$ cat src/rtl/plti_pkg.sv
// Shared types, widths and codes for the piecewise-linear table interpolator.
// Depends on nothing; the RTL files refer to it by scoped names, the testbench imports it.
package plti_pkg;

  localparam int unsigned MAX_BINS   = 64;
  localparam int unsigned MAX_LEVELS = 128;
  localparam int unsigned BIN_W      = $clog2(MAX_BINS);
  localparam int unsigned LEVEL_W    = $clog2(MAX_LEVELS);
  localparam int unsigned CNT_W      = BIN_W + 1;
  localparam int unsigned COV_AW     = BIN_W + LEVEL_W;
  localparam int unsigned DIST_W     = 32;
  localparam int unsigned COV_W      = 32;
  localparam int unsigned WGT_W      = 17;
  localparam int unsigned CFG_W      = 7;

  localparam logic [WGT_W-1:0] WGT_ONE      = WGT_W'(17'h10000);
  localparam logic [CFG_W-1:0] BINS_RESET   = CFG_W'(MAX_BINS);

  localparam logic [1:0] FUNC_WR_DIST = 2'd0;
  localparam logic [1:0] FUNC_WR_COV  = 2'd1;
  localparam logic [1:0] FUNC_QUERY   = 2'd2;

  localparam logic [1:0] STAT_OK     = 2'd0;
  localparam logic [1:0] STAT_BEYOND = 2'd1;
  localparam logic [1:0] STAT_BELOW  = 2'd2;

  typedef struct packed {
    logic [1:0]              func;
    logic [5:0]              bin_index;
    logic [6:0]              level;
    logic [DIST_W-1:0]       distance;
    logic signed [COV_W-1:0] covariance_in;
  } in_t;

  typedef struct packed {
    logic signed [COV_W-1:0] covariance_out;
    logic [1:0]              status;
  } res_t;

  typedef struct packed {
    logic              start;
    logic [DIST_W-1:0] num;
    logic [DIST_W-1:0] den;
  } div_req_t;

  typedef struct packed {
    logic             done;
    logic [WGT_W-1:0] quot;
  } div_rsp_t;

endpackage

$ cat src/rtl/plti_div.sv
// Restoring divider for the interpolation weight: (num * 2^16 + den / 2) / den.
// Requires num < den, so the quotient fits 17 bits. Uses plti_pkg.
module plti_div (
  input  logic               clk_i,
  input  logic               rst_ni,
  input  plti_pkg::div_req_t req_i,
  output plti_pkg::div_rsp_t rsp_o
);

  localparam int unsigned NW = plti_pkg::DIST_W + plti_pkg::WGT_W;

  logic [NW-1:0]                  dividend;
  logic [plti_pkg::DIST_W-1:0]    rem_q, rem_d;
  logic [plti_pkg::WGT_W-1:0]     low_q, low_d;
  logic [plti_pkg::WGT_W-1:0]     quot_q, quot_d;
  logic [plti_pkg::DIST_W-1:0]    den_q, den_d;
  logic [4:0]                     cnt_q, cnt_d;
  logic                           done_q, done_d;
  logic [plti_pkg::DIST_W:0]      trial;
  logic [plti_pkg::DIST_W:0]      diff;
  logic                           qbit;

  assign dividend = {1'b0, req_i.num, 16'b0} + NW'(req_i.den[plti_pkg::DIST_W-1:1]);

  always_comb begin
    trial  = {rem_q, low_q[plti_pkg::WGT_W-1]};
    diff   = trial - {1'b0, den_q};
    qbit   = (trial >= {1'b0, den_q});
    rem_d  = rem_q;
    low_d  = low_q;
    quot_d = quot_q;
    den_d  = den_q;
    cnt_d  = cnt_q;
    done_d = 1'b0;
    if (req_i.start) begin
      // top bits are below den, so the remainder starts in range
      rem_d  = dividend[NW-1:plti_pkg::WGT_W];
      low_d  = dividend[plti_pkg::WGT_W-1:0];
      den_d  = req_i.den;
      quot_d = '0;
      cnt_d  = 5'(plti_pkg::WGT_W);
    end else if (cnt_q != 5'd0) begin
      rem_d  = qbit ? diff[plti_pkg::DIST_W-1:0] : trial[plti_pkg::DIST_W-1:0];
      low_d  = {low_q[plti_pkg::WGT_W-2:0], 1'b0};
      quot_d = {quot_q[plti_pkg::WGT_W-2:0], qbit};
      cnt_d  = cnt_q - 5'd1;
      done_d = (cnt_q == 5'd1);
    end
  end

  always_ff @(posedge clk_i or negedge rst_ni) begin
    if (!rst_ni) begin
      cnt_q  <= '0;
      done_q <= 1'b0;
    end else begin
      cnt_q  <= cnt_d;
      done_q <= done_d;
    end
  end

  always_ff @(posedge clk_i) begin
    rem_q  <= rem_d;
    low_q  <= low_d;
    quot_q <= quot_d;
    den_q  <= den_d;
  end

  assign rsp_o.done = done_q;
  assign rsp_o.quot = quot_q;

endmodule

$ cat config.mk
export PLATFORM = sky130hd
export DESIGN_NAME = plti_div
export DESIGN_NICKNAME = d
export VERILOG_FILES = /design/src/rtl/plti_pkg.sv /design/src/rtl/plti_div.sv
export SDC_FILE = /design/constraint.sdc
export NUM_CORES = 1
export LEC_CHECK = 0
export BUFFER_PORTS_ARGS = -buffer_cell sky130_fd_sc_hd__buf_2
export CAP_MARGIN = 20
export CORE_ASPECT_RATIO = 1.1
export CORE_MARGIN = 5
export CORE_UTILIZATION = 55
export CTS_CLUSTER_SIZE = 40
export DETAILED_ROUTE_END_ITERATION = 10
export GPL_TIMING_DRIVEN = 0
export PLACE_DENSITY_LB_ADDON = 0.1
export SLEW_MARGIN = 5
export SYNTH_ARGS = -nofsm -noshare
export SYNTH_HDL_FRONTEND = slang
export SYNTH_SLANG_ARGS = --single-unit
$ cat constraint.sdc
create_clock -name clk_i -period 3.8 [get_ports clk_i]
set_input_delay 0.19 -clock clk_i [delete_from_list [all_inputs] [get_ports clk_i]]
set_output_delay 0.19 -clock clk_i [all_outputs]
set_load 0.02 [all_outputs]
==> flow_metrics.py, run 1 <==
metrics = {
    "run_status": {
        "status": "finished, final reports clean",
    },
    "cts": {
        "clock_latency_ns": 0.36,
        "clk_pin_slew_ns": 0.08,
        "root_buffer": "clkbuf_16",
        "cts_buffer_depth": 2,
        "clock-sinks": 104,
        "cts_tree": "yes",
        "postCtsSetupRepairBufs": 0,
        "numCtsBuffers": 9,
        "h-tree-depth": 3,
    },
    "sta": {
        "relSlewSlack": 0.283,
        "min_period_over_period": 0.932,
        "rsz0062_at_grt": "no",
        "fmax_mhz": 282,
        "fin_crit_ns": 3.54,
        "worst_pin_slew_ns": 1.05,
        "finalHoldViolations": 0,
        "setup_viol": 0,
        "fin_skew_ns": 0.00822,
        "drv_slew": 0,
        "layout_setup_ws_ns": 0.259,
    },
    "critical_path": {
        "r2r-start": "rem_q[22]$_DFFE_PP_",
        "path_class": "register to register",
        "cp.buffers_inverters": 3,
        "cpPeakStageDelay_ns": 0.55,
        "worstSetupEndpoint": "rem_q[7]$_DFFE_PP_",
        "startpoint_type": "register",
        "startpoint": "rem_q[22]$_DFFE_PP_",
        "critical_path.top_delay_family": "simple AND/OR/NAND/NOR gates",
        "path_cells": "ha_1 > buf_2 > nand4_1 > nor4_1 > a21oi_1 > o211ai_1 > or2_1 > buf_6 > buf_6 > mux2i_1 > mux2i_1",
        "crit_arrival_ns": 3.62,
        "rr_worst_depth": 11,
        "worst_path_max_delay_cell": "nor4_1",
        "crit_cells": 11,
        "rrSetupSlack_ns": 0.26,
        "endpoint_kind": "register",
        "crit-reg2reg-capture": "rem_q[7]$_DFFE_PP_",
        "crit_fanout": 10,
        "worstPathRequired_ns": 3.88,
    },
    "placement": {
        "dp_hpwl_mm": 16.6,
        "port_buffers": 84,
        "dp_slack_ns": 0.0536,
        "routabilityCongestion": 0.931,
    },
    "floorplan": {
        "top_level_ports": 85,
        "core_area_sq_mm": 0.0132,
        "die_area_sq_mm": 0.0159,
        "die_w_microns": 121,
        "fp.dieH_microns": 132,
        "num_rows": 44,
        "start_util": 0.561,
    },
    "final_layout": {
        "syn_to_final_growth_pct": 13.3,
        "antennaDiodeCount": 0,
        "fin_nets": 1006,
        "num-fill-cells": 1135,
        "layout-drive-gt1-share": 0.176,
    },
    "detailed_routing": {
        "drt-total-wl_mm": 21.1,
        "drtPass1Iterations": 5,
        "drc": 0,
        "drt_iter0_markers": 532,
        "ant_nets": 0,
        "wl_per_cell_microns": 20.1,
        "vias": 6505,
        "detail_route.vias_per_cell": 6.18,
    },
    "global_routing": {
        "gr-total-overflow": 0,
        "track_usage": 0.267,
        "grt_pass1_wl_mm": 33.5,
        "grt_max_degree": 40,
        "first_global_vias": 6546,
        "antenna_found_initial": 0,
    },
    "synthesis": {
        "ys.flop_type": "edfxtp_1",
        "synth-seq-cells": 104,
        "syn_area_sq_mm": 0.00741,
        "avgSynthCellArea_sq_um": 9.39,
        "ys_async_sr_fraction": 0.0577,
        "yosysWarnings": 0,
        "synth-edff-count": 81,
        "netlist_instances": 789,
        "syn_nets": 908,
        "ys_seq_area_frac": 0.394,
        "ys_types": 73,
    },
    "job": {
        "max_cap_violations": 0,
    },
    "pwr": {
        "ir_drop_mv": 0.320,
        "p_leak_nw": 3.53,
        "p_total_w": 0.00588,
        "p_per_area_mw_per_mm2": 700,
    },
    "worst_hold_path": {
        "hold_path.class": "primary input to register",
        "hold-path-cell-count": 1,
    },
}
==> synth_stat cells, drive strengths merged (8+ instances only) <==
library cell / count / area (sq um)
dfxtp: 17 / 340
buf: 23 / 148
nand3: 23 / 115
clkbuf: 18 / 70.1
o211ai: 10 / 80.1
and3: 8 / 50.1
a21oi: 68 / 352
nor2: 31 / 116
mux2i: 24 / 240
a31oi: 11 / 68.8
xnor2: 22 / 193
a22oi: 8 / 60.1
a211oi: 17 / 133
inv: 53 / 199
o21ai: 42 / 214
ha: 50 / 626
edfxtp: 81 / 2430
nor3: 19 / 95.1
mux2: 20 / 225
nand2: 101 / 379
nand4: 16 / 106
xor2: 24 / 210
==> per-layer routing <==
| layer | vias up | GRT usage | wire (microns) |
|---|---|---|---|
| li1 | 3111 | - | - |
| met1 | 3100 | 0.343 | 8950 |
| met2 | 244 | 0.438 | 10100 |
| met3 | 50 | 0.0519 | 1320 |
| met4 | 0 | 0.116 | 767 |
| met5 | - | 0 | 0 |
==> worst min-delay path by stage <==
stage          startpoint                    to  slack (ns)
6_report         req_i[5]    den_q[5]$_DFFE_PP_        0.01
2_1_floorplan      rst_ni  cnt_q[0]$_DFFE_PN0P_       -0.11
5_1_grt          req_i[7]    den_q[7]$_DFFE_PP_       0.001
4_1_cts          req_i[3]    den_q[3]$_DFFE_PP_       0.004
3_5_place_dp       rst_ni  cnt_q[3]$_DFFE_PN0P_        0.02
3_3_place_gp       rst_ni      done_q$_DFF_PN0_        0.02
==> sequential cells by signal, summed over array words and instances, names as in the netlist <==
register / flops
done_q: 1
rem_q: 32
low_q: 17
cnt_q: 5
den_q: 32
quot_q: 17
==> power by group <==
group,internal [W],switching [W]
clock,0.000533,0.000483
combinational,0.00123,0.00193
sequential,0.00155,0.000151
==> final cells by class <==
type | instances | area, sq um | area share
Multi-Input combinational cell | 591 | 4070 | 0.485
Sequential cell | 104 | 2920 | 0.348
Timing Repair Buffer | 87 | 460 | 0.0548
Clock buffer | 9 | 225 | 0.0268
Buffer | 41 | 218 | 0.0259
Tap cell | 161 | 201 | 0.0240
Inverter | 53 | 199 | 0.0237
Clock inverter | 7 | 98.8 | 0.0118
==> cell families after synthesis <==
logic type | Yosys count | synth area share
adders and majority gates | 52 | 0.0898
and+or+nand+nor | 243 | 0.161
muxes | 44 | 0.0628
AOI/OAI and AO/OA | 206 | 0.181
xor gates and xnor gates | 46 | 0.0544
buffers and inverters | 94 | 0.0562
DFF | 104 | 0.394
==> what timing repair did <==
item / 4_1_cts / 5_1_grt
hold endpoints to repair: 7 / 0
hold buffers: 2 / 0
gates resized for setup: 0 / 0
==> metrics by stage <==
stage / util / hold slack [ns] / TNS (ns) / area [sq um] / std cells
after floorplan: - / -0.106 / 0 / 7410 / 789
after global placement: 0.608 / 0.0165 / -28.06 / 8030 / 1034
after detailed placement: 0.610 / 0.0197 / 0 / 8050 / 1035
after CTS: 0.636 / 0.00421 / 0 / 8400 / 1053
after global routing: 0.636 / 0.00101 / 0 / 8400 / 1053
final: 0.636 / 0.0134 / 0 / 8400 / 1053
==> layout by cell type (no fill, tap or decap), types with 16 or more instances in the layout <==
cell type / count
a211oi_1: 16
a21oi_1: 67
buf_2: 94
clkbuf_1: 16
dfxtp_1: 17
edfxtp_1: 81
ha_1: 50
inv_1: 53
mux2_2: 20
mux2i_1: 24
nand2_1: 100
nand3_1: 23
nor2_1: 31
nor3_1: 19
o21ai_0: 33
xnor2_1: 22
xor2_1: 24
Note: power is estimated with default switching activity, not from simulation.
==> run 2: changes to the inputs <==
ABC_AREA = 1   (was not set)
CAP_MARGIN = not set   (was 20)
CELL_PAD_IN_SITES_DETAIL_PLACEMENT = 2   (was not set)
CELL_PAD_IN_SITES_GLOBAL_PLACEMENT = 2   (was not set)
CORE_UTILIZATION = 34   (was 55)
==> flow_metrics.py, run 2 <==
metrics = {
    "run_status": {
        "status": "finished, final reports clean",
    },
    "synthesis": {
        "yosysWarnings": 0,
        "ys.flop_type": "edfxtp_1",
        "ys_async_sr_fraction": 0.0577,
        "netlist_instances": 1243,
        "netlist_top_cells_count": "450 x nand2_1, 209 x inv_1, 104 x nand3_1",
        "avgSynthCellArea_sq_um": 6.83,
        "syn_area_sq_mm": 0.00850,
        "yosysMostFrequentCell": "nand2_1",
        "synth-seq-cells": 104,
        "synthTopCellsByArea": "edfxtp_1 29%, nand2_1 20%, inv_1 9.2%",
        "ys_seq_area_frac": 0.344,
        "synth-edff-count": 81,
        "synth_top_cell_by_area": "edfxtp_1",
        "synth_top_area_share": 0.286,
        "syn_nets": 1362,
        "ys_types": 44,
    },
    "floorplan": {
        "fp.dieH_microns": 176,
        "start_util": 0.346,
        "num_rows": 60,
        "top_level_ports": 85,
        "core_area_sq_mm": 0.0245,
        "die_w_microns": 161,
        "die_area_sq_mm": 0.0283,
    },
    "global_routing": {
        "grt_max_degree": 59,
        "grt_pass1_wl_mm": 52.0,
        "track_usage": 0.237,
        "gr-total-overflow": 0,
        "antenna_found_initial": 1,
        "first_global_vias": 9376,
    },
    "final_layout": {
        "fin_nets": 1459,
        "syn_to_final_growth_pct": 13.5,
        "fin_area_sq_mm": 0.00965,
        "final_common_cell": "nand2_1",
        "num-fill-cells": 3069,
        "antennaDiodeCount": 0,
        "layout-drive-gt1-share": 0.112,
        "final_cell_mix": "450 x nand2_1, 209 x inv_1, 104 x nand3_1",
        "largestRegisters": "den_q x32, rem_q x32",
    },
    "critical_path": {
        "crit_arrival_ns": 2.89,
        "rr_worst_depth": 16,
        "endpoint_kind": "register",
        "path_class": "register to register",
        "worstPathRequired_ns": 3.92,
        "startpoint_type": "register",
        "crit_fanout": 4,
    },
    "cts": {
        "clock-sinks": 104,
        "postCtsSetupRepairBufs": 0,
        "clk_pin_slew_ns": 0.09,
        "cts_resized": 0,
        "numCtsBuffers": 9,
        "cts_hold_buf": 2,
        "h-tree-depth": 3,
        "cts_buffer_depth": 2,
        "root_buffer": "clkbuf_16",
        "clock_latency_ns": 0.37,
        "cts_tree": "yes",
    },
    "sta": {
        "setup_viol": 0,
        "min_period_over_period": 0.730,
        "relSlewSlack": 0.370,
        "fmax_mhz": 360,
        "fin_crit_ns": 2.78,
        "fin_setup_tns_ns": 0,
        "fin_skew_ns": 0.0216,
        "drv_slew": 0,
        "worst_pin_slew_ns": 0.944,
        "rsz0062_at_grt": "no",
        "finalHoldViolations": 0,
    },
    "placement": {
        "port_buffers": 84,
        "routabilityCongestion": 0.903,
        "dpl_cell_area_sq_mm": 0.00931,
        "dp_hpwl_mm": 27.8,
    },
    "detailed_routing": {
        "wl_per_cell_microns": 19.9,
        "drt-total-wl_mm": 32.9,
        "drtPass1Iterations": 5,
        "detail_route.vias_per_cell": 5.09,
        "ant_nets": 0,
        "drt_iter0_markers": 364,
        "drc": 0,
        "vias": 8430,
    },
    "job": {
        "max_cap_violations": 0,
    },
    "pwr": {
        "ir_drop_mv": 0.260,
        "p_per_area_mw_per_mm2": 675,
        "p_leak_nw": 5.07,
    },
    "worst_hold_path": {
        "hold-path-cell-count": 1,
        "hold_path.class": "primary input to register",
    },
}
[run 2: cell count changes in the layout (fill, tap and decap cells not counted), sizes merged, moves of 19 or more]
cell	before	now
a21oi	68	49
nand3b	0	31
mux2	20	0
mux2i	24	0
inv	56	219
nand3	23	106
nor2	31	80
nand2	101	459
[run 2: layout make-up]
class	count	area (sq um)	share of cell area
Multi-Input combinational cell	897	4610	0.477
Clock inverter	6	67.6	0.00700
Sequential cell	104	2920	0.303
Timing Repair Buffer	86	440	0.0457
Clock buffer	10	250	0.0259
Buffer	23	149	0.0154
Tap cell	310	388	0.0402
Inverter	219	822	0.0852
[run 2: metal layers]
metal	wire length [microns]	global-route usage	vias to the layer above
li1	-	-	4153
met5	13	0	-
met4	852	0.0661	2
met2	16400	0.431	101
met3	580	0.0253	34
met1	15100	0.297	4140
[run 2: logic make-up after synthesis]
group,count (synthesis),share of synthesized area
flops,104,0.344
simple gates,716,0.369
compound gates,103,0.0683
xor+xnor,26,0.0268
fa+ha+maj,52,0.0784
buf+inv,242,0.114
[run 2: path summary, 6_finish.rpt]
kind,start,to,slack [ns]
max,low_q[16]$_DFFE_PP_,rem_q[30]$_DFFE_PP_,1.02
min,req_i[15],den_q[15]$_DFFE_PP_,0.008
max reg2reg,low_q[16]$_DFFE_PP_,rem_q[30]$_DFFE_PP_,1.02
min reg2reg,quot_q[16]$_SDFFE_PP0P_,quot_q[16]$_SDFFE_PP0P_,0.49
max in group asynchronous,rst_ni,cnt_q[3]$_DFFE_PN0P_,3.49
min in group asynchronous,rst_ni,cnt_q[4]$_DFFE_PN0P_,0.16
[run 2: critical path: stages, from the launching register on]
cell	delay [ns]
edfxtp_1	0.37
inv_1	0.09
ha_1	0.14
inv_1	0.10
fa_1	0.48
nand3_1	0.16
nand3_1	0.21
nand2_1	0.14
nand2_1	0.16
nand2_1	0.10
nand2_1	0.11
nand2_1	0.11
nand2_1	0.06
nand2_1	0.07
nand3_1	0.08
nand2_1	0.08
nand2_1	0.05
[run 2: where the power goes]
group / switching (W) / internal, W / leakage, nW
Sequential: 0.000184 / 0.00154 / 1.06
Combinational: 0.00252 / 0.00125 / 3.86
Clock: 0.000505 / 0.000506 / 0.155
Total: 0.00321 / 0.00330 / 5.07
[run 2: through the flow]
stage | power, W | worst slack (ns) | instances | hold WS [ns] | util
final | 0.00651 | 1.02 | 1655 | 0.00833 | 0.393
after global routing | 0.00705 | 0.846 | 1655 | 0.00552 | 0.393
after CTS | 0.00654 | 1.02 | 1655 | 0.00242 | 0.393
after detailed placement | 0.00548 | 0.780 | 1637 | 0.0254 | 0.379
after global placement | 0.00532 | -0.901 | 1637 | 0.0236 | 0.379
after floorplan | 0.00422 | 0.743 | 1243 | -0.106 | -
